$ cat src/sv/j2k_pkg.sv
// Shared types and constants for the codestream marker parser.
// Holds the item structs, event codes and the marker segment table.
// No dependencies.
package j2k_pkg;

  typedef struct packed {
    logic [7:0] byte_value;
    logic       start_of_stream;
  } j2k_in_t;

  typedef struct packed {
    logic [2:0]  event_res;
    logic [7:0]  marker_code;
    logic [15:0] payload_length;
    logic [7:0]  data_byte;
    logic        last_of_segment;
  } j2k_out_t;

  localparam logic [2:0] EV_NONE    = 3'd0;
  localparam logic [2:0] EV_SEGMENT = 3'd1;
  localparam logic [2:0] EV_PAYLOAD = 3'd2;
  localparam logic [2:0] EV_NOSEG   = 3'd3;
  localparam logic [2:0] EV_SOD     = 3'd4;
  localparam logic [2:0] EV_NOFF    = 3'd5;
  localparam logic [2:0] EV_SHORT   = 3'd6;

  localparam logic [7:0]  PREFIX_BYTE  = 8'hFF;
  localparam logic [7:0]  MARKER_SOD   = 8'h93;
  localparam logic [15:0] LEN_TABLE_LO = 16'hFF00;
  localparam logic [15:0] LEN_HEADER   = 16'd2;

  // Marker table: 1 where the marker carries a segment.
  function automatic logic has_segment(input logic [7:0] m);
    logic seg;
    case (m) inside
      8'h00, 8'h01, [8'h30:8'h3F], 8'h4F, 8'h92, 8'h93, [8'hD0:8'hD9], 8'hFF:
        seg = 1'b0;
      default:
        seg = 1'b1;
    endcase
    return seg;
  endfunction

endpackage

$ cat src/sv/j2k_codestream_marker_parser.sv
// Codestream marker segment parser: one header byte in, one event out.
// Each accepted byte's result is registered in the output register.
// Throughput: 1 byte per cycle; the single output register refills in the
// cycle it is taken, so input stalls only while a held result is stalled.
// Reset (rst_n low, synchronous): parser expects the first 0xFF prefix,
// marker, length and byte count clear, output register empty.
module j2k_codestream_marker_parser (
  input  logic               clk,
  input  logic               rst_n,
  input  logic               in_valid,
  output logic               in_stall,
  input  j2k_pkg::j2k_in_t   in_data,
  output logic               out_valid,
  input  logic               out_stall,
  output j2k_pkg::j2k_out_t  out_data
);
  import j2k_pkg::*;

  typedef enum logic [5:0] {
    PH_EXPECT_FF = 6'b000001,
    PH_MARKER    = 6'b000010,
    PH_LEN_HI    = 6'b000100,
    PH_LEN_LO    = 6'b001000,
    PH_PAYLOAD   = 6'b010000,
    PH_HALTED    = 6'b100000
  } phase_t;

  phase_t      phase_r, phase_nxt, phase_cur;
  logic [7:0]  marker_r, marker_nxt, marker_cur;
  logic [7:0]  len_hi_r, len_hi_nxt, len_hi_cur;
  logic [15:0] remain_r, remain_nxt, remain_cur;
  logic        out_valid_r, out_valid_nxt;
  j2k_out_t    out_data_r, res_nxt;

  logic        in_acc;
  logic [7:0]  b;
  logic [15:0] seg_len;
  logic [15:0] remain_dec;
  logic        seg;

  assign in_stall  = out_valid_r & out_stall;
  assign in_acc    = in_valid & ~in_stall;
  assign out_valid = out_valid_r;
  assign out_data  = out_data_r;

  always_comb begin
    b          = in_data.byte_value;
    phase_cur  = in_data.start_of_stream ? PH_EXPECT_FF : phase_r;
    marker_cur = in_data.start_of_stream ? 8'h00 : marker_r;
    len_hi_cur = in_data.start_of_stream ? 8'h00 : len_hi_r;
    remain_cur = in_data.start_of_stream ? 16'h0000 : remain_r;

    seg_len    = {len_hi_cur, b};
    seg        = (seg_len >= LEN_TABLE_LO) ? has_segment(marker_cur) : 1'b1;
    remain_dec = (remain_cur != 16'h0000) ? remain_cur - 16'd1 : remain_cur;

    phase_nxt  = phase_cur;
    marker_nxt = marker_cur;
    len_hi_nxt = len_hi_cur;
    remain_nxt = remain_cur;

    res_nxt                 = '0;
    res_nxt.event_res       = EV_NONE;

    case (phase_cur)
      PH_EXPECT_FF: begin
        if (b == PREFIX_BYTE) begin
          phase_nxt = PH_MARKER;
        end else begin
          res_nxt.event_res = EV_NOFF;
          phase_nxt         = PH_HALTED;
        end
      end
      PH_MARKER: begin
        marker_nxt = b;
        if (b == MARKER_SOD) begin
          res_nxt.event_res = EV_SOD;
          phase_nxt         = PH_HALTED;
        end else begin
          phase_nxt = PH_LEN_HI;
        end
      end
      PH_LEN_HI: begin
        // SOD can arrive as the low byte of a marker without a segment
        if (marker_cur == MARKER_SOD) begin
          res_nxt.event_res = EV_SOD;
          phase_nxt         = PH_HALTED;
        end else begin
          len_hi_nxt = b;
          phase_nxt  = PH_LEN_LO;
        end
      end
      PH_LEN_LO: begin
        if (!seg) begin
          // the two length bytes were really the next marker
          res_nxt.event_res = EV_NOSEG;
          marker_nxt        = b;
          phase_nxt         = PH_LEN_HI;
        end else if (seg_len < LEN_HEADER) begin
          res_nxt.event_res = EV_SHORT;
          phase_nxt         = PH_HALTED;
        end else begin
          res_nxt.event_res      = EV_SEGMENT;
          res_nxt.payload_length = seg_len - LEN_HEADER;
          remain_nxt             = seg_len - LEN_HEADER;
          if (seg_len == LEN_HEADER) begin
            res_nxt.last_of_segment = 1'b1;
            phase_nxt               = PH_EXPECT_FF;
          end else begin
            phase_nxt = PH_PAYLOAD;
          end
        end
      end
      PH_PAYLOAD: begin
        res_nxt.event_res = EV_PAYLOAD;
        res_nxt.data_byte = b;
        remain_nxt        = remain_dec;
        if (remain_dec == 16'h0000) begin
          res_nxt.last_of_segment = 1'b1;
          phase_nxt               = PH_EXPECT_FF;
        end
      end
      default: begin
        phase_nxt = PH_HALTED;
      end
    endcase

    // a marker without a segment reports the marker it replaces
    res_nxt.marker_code = (res_nxt.event_res == EV_NOSEG) ? marker_cur : marker_nxt;

    out_valid_nxt = in_acc | (out_valid_r & out_stall);
  end

  always_ff @(posedge clk) begin
    if (!rst_n) begin
      phase_r     <= PH_EXPECT_FF;
      marker_r    <= 8'h00;
      len_hi_r    <= 8'h00;
      remain_r    <= 16'h0000;
      out_valid_r <= 1'b0;
    end else begin
      out_valid_r <= out_valid_nxt;
      if (in_acc) begin
        phase_r  <= phase_nxt;
        marker_r <= marker_nxt;
        len_hi_r <= len_hi_nxt;
        remain_r <= remain_nxt;
      end
    end
  end

  always_ff @(posedge clk) begin
    if (in_acc) begin
      out_data_r <= res_nxt;
    end
  end

  a_halt_after_end: assert property (@(posedge clk) disable iff (!rst_n)
    in_acc && (res_nxt.event_res == EV_SOD || res_nxt.event_res == EV_NOFF ||
               res_nxt.event_res == EV_SHORT)
    |=> phase_r == PH_HALTED)
    else $error("parser not halted after SOD or error");

  a_payload_count: assert property (@(posedge clk) disable iff (!rst_n)
    phase_r == PH_PAYLOAD |-> remain_r != 16'h0000)
    else $error("payload phase with no bytes remaining");

  a_empty_segment: assert property (@(posedge clk) disable iff (!rst_n)
    out_valid_r && out_data_r.event_res == EV_SEGMENT && out_data_r.last_of_segment
    |-> out_data_r.payload_length == 16'h0000)
    else $error("empty segment flagged with non-zero length");

  a_stall_only_when_full: assert property (@(posedge clk) disable iff (!rst_n)
    in_stall |-> out_valid_r)
    else $error("input stalled with empty output register");

endmodule
$ cat config.mk
export PLATFORM = sky130hd
export DESIGN_NAME = j2k_codestream_marker_parser
export DESIGN_NICKNAME = d
export VERILOG_FILES = /design/src/sv/j2k_pkg.sv /design/src/sv/j2k_codestream_marker_parser.sv
export SDC_FILE = /design/constraint.sdc
export NUM_CORES = 1
export LEC_CHECK = 0
export CAP_MARGIN = 15
export CORE_UTILIZATION = 35
export CTS_CLUSTER_DIAMETER = 60
export DETAILED_ROUTE_END_ITERATION = 8
export DONT_BUFFER_PORTS = 1
export HOLD_SLACK_MARGIN = 0.15
export SETUP_SLACK_MARGIN = 0.2
export SYNTH_ARGS = -nofsm -noshare
export SYNTH_HDL_FRONTEND = slang
export SYNTH_SLANG_ARGS = --single-unit
export TNS_END_PERCENT = 30
$ cat constraint.sdc
create_clock -name clk -period 5.9 [get_ports clk]
set_input_delay 0.59 -clock clk [delete_from_list [all_inputs] [get_ports clk]]
set_output_delay 0.59 -clock clk [all_outputs]
set_load 0.01 [all_outputs]
==> summary.txt <==
Timing
  • Crit path time final: 3.70 ns
  • RSZ-0062 raised after global routing: no
  • Final worst-path cycle share: 0.628
  • Setup violations, final: 0
  • Slew Limit Fails: 0
  • Hold Fails Final Rpt: 0
  • Worst relative slew slack: 0.345
  • Max Freq: 270 MHz
  • Slew @ Worst Pin: 0.976 ns
  • Max Clock Skew: 0.00875 ns
  • Setup TNS Final: 0 ns

Power
  • Internal Power: 0.000913 W
  • Clock power share: 0.446
  • Leakage: 1.58 nW
  • Pwr per Cell Area: 250 nW/µm²
  • Reg power frac: 0.485
  • Worst ir drop on vdd: 0.132 mV
  • Psw: 0.000269 W
  • Switching part of the total: 0.228
  • Comb pwr share: 0.069

Detailed routing
  • Routed vias/inst: 6.05
  • Iteration-0 DRC count of the detailed router: 283
  • WL/cell: 19.6 µm
  • Total iterations of the first detailed-routing run: 5
  • Drt drc: 0
  • Vias: 3,794
  • ANT nets after route: 0
  • Final wirelength: 12,300 µm

Die
  • Full die area: 13,000 µm²
  • Row count: 40
  • Ports: 51
  • Core Region: 12,100 µm²
  • Horiz. Die Dim: 114 µm
  • Chip Height: 114 µm
  • Initial Util: 0.362

Clock tree
  • Setup Fix Bufs, Post-CTS: 0
  • CTS tree: yes
  • CTS clock-pin slew for the worst setup and hold paths: 0.06 ns
  • Clock latency on the worst-skew pair: 0.34 ns
  • Cts hold-fix bufs: 0
  • CTS Buf Count: 9
  • CTS Root Cell: clkbuf_16
  • Clock Tree Buf Depth: 2
  • Post-cts sizing count: 0
  • Num Clock Sinks: 75
  • CTS H-tree depth: 3

Setup path
  • Data required, critical path: 6.05 ns
  • Startpoint class of the critical path: primary input
  • CP max-delay cell: clkinv_1
  • Worst path cell trace: clkinv_1 -> nand2_1 -> ha_1 -> nor3b_1 -> nand4_2 -> and3_1 -> o31a_1 -> nor4_2 -> nand4_1 -> o32ai_2
  • Crit. End Element: flip-flop
  • WS Path Type: in2reg
  • Worst path arrival time: 3.85 ns
  • Crit-path max FO: 33
  • Max incr delay on CP: 0.74 ns
  • Crit-path leading delay family: simple AND/OR/NAND/NOR gates
  • CP bufs+invs: 1

Synthesis
  • Commonest cells post-synth: nand2_1 (47), dfxtp_1 (39), nor2_1 (39)
  • Synth top area cells: edfxtp_1 (25%), dfxtp_1 (18%), nand2_1 (4.0%)
  • FFs w/ async S/R, synth: 0
  • Ys flop type: dfxtp_1
  • Cell Area, Synth: 4380 µm²
  • Syn Area/Cell: 9.23 µm²
  • Most frequent cell after synthesis: nand2_1
  • Syn_nets: 491
  • Unique masters post-synth: 78
  • Largest area contributor in the netlist: edfxtp_1
  • Number of synthesized flops with an enable pin: 36
  • Seq/Total Area, Yosys: 0.425
  • Post-synth top area share: 0.247
  • Yosys warning total: 0
  • Mapped Cells: 475
  • Synth Register Bits: 75

Global routing
  • Number of global-route vias before repair: 3,460
  • Gr ovfl total: 0
  • Total track usage: 0.196
  • Antenna violations before repair: 0
  • Largest net degree at the start of global routing: 49
  • Global-route wire length before repair: 19,600 µm

Job
  • Max Cap Viol: 0

Hold path
  • Hold Crit Class: in2reg

Finish
  • Post-route cell area: 4720 µm²
  • # diodes: 0
  • Area Overhead vs Synth: 7.76%
  • Share of layout cells above drive strength 1: 0.0871
  • Final nets: 470

Placed design
  • Placement Cell Area: 4440 µm²
  • GP Congestion: 0.892
  • # port buffers: 0
  • Dpl hpwl: 8640 µm

Outcome
  • Run status: finished, final reports clean
## final cells by class
cell class,instances,area [µm²]
clock inverters,4,43.8
flip-flops and latches,75,1860
multi-input cells,354,2320
well taps,168,210
clock buffers,12,236
inverters,13,48.8
fillers,1223,7390
repair buffers,1,7.51
## logic make-up after synthesis
| group | Yosys count | synth area share |
|---|---|---|
| AND/OR/NAND/NOR | 203 | 0.263 |
| AO/OA/AOI/OAI | 140 | 0.241 |
| flip-flops | 75 | 0.425 |
| buffers and inverters | 46 | 0.0471 |
| XOR/XNOR | 6 | 0.0120 |
| adder cells (fa/ha/maj) | 3 | 0.00856 |
| multiplexers | 2 | 0.00457 |
## cells in the final DEF (no fill, tap or decap), types with 4 or more instances in the layout
cell / count
clkbuf_16: 9
o22ai_1: 4
and2_1: 10
a32o_1: 4
edfxtp_1: 36
or4_1: 4
a22o_1: 11
o2bb2ai_1: 8
and3_1: 6
a31oi_1: 10
nand4_1: 7
nand3_1: 8
a21oi_1: 20
xnor2_1: 5
dfxtp_1: 39
o21ai_0: 21
nor2b_1: 17
nor2_1: 39
nor3b_1: 6
nor4_1: 6
o21a_1: 4
a22oi_1: 11
or4_4: 4
o31ai_1: 6
inv_1: 11
nand2_1: 47
nor3_1: 21
## registers in the layout, indices dropped and copies added (netlist names)
name and flops:
marker_r 8, len_hi_r 8, out_data 36, phase_r 6, out_valid 1, remain_r 16
## metal layers
metal	GRT usage	vias up	routed length [µm]	share of wire
met4	0.0840	0	317	0.026
met2	0.303	155	5390	0.44
met3	0.0393	26	825	0.067
li1	-	1770	-	-
met1	0.267	1843	5760	0.47
met5	0	-	0	0
## power by group through the flow
stage	sequential, W	clock, W	combinational, W
final	0.000573	0.000527	0.0000815
after global routing	0.000575	0.000550	0.0000896
after CTS	0.000574	0.000529	0.0000806
after detailed placement	0.000584	0	0.0000801
after global placement	0.000585	0	0.0000802
after floorplan	0.000582	0	0.0000733
## path summary, 6_finish.rpt
kind / startpoint / to / slack (ns) / depth (start not counted)
min: rst_n / out_valid / 0.37 / 1
max: in_data[0] / out_data[0] / 2.20 / 10
max reg2reg: remain_r[0] / out_data[0] / 3.09 / 9
min reg2reg: marker_r[0] / marker_r[0] / 0.50 / 1
## per-stage QoR
stage / total power [W] / cells / hold slack (ns) / util / worst slack [ns]
floorplan: 0.000655 / 475 / 0.464 / - / 2.62
global placement: 0.000665 / 611 / 0.498 / 0.367 / 1.91
detailed placement: 0.000664 / 611 / 0.489 / 0.367 / 1.88
CTS: 0.00118 / 627 / 0.369 / 0.390 / 2.21
global route: 0.00121 / 627 / 0.379 / 0.390 / 1.88
finish: 0.00118 / 627 / 0.368 / 0.390 / 2.20
No activity file was read; power rests on OpenSTA's default activity.
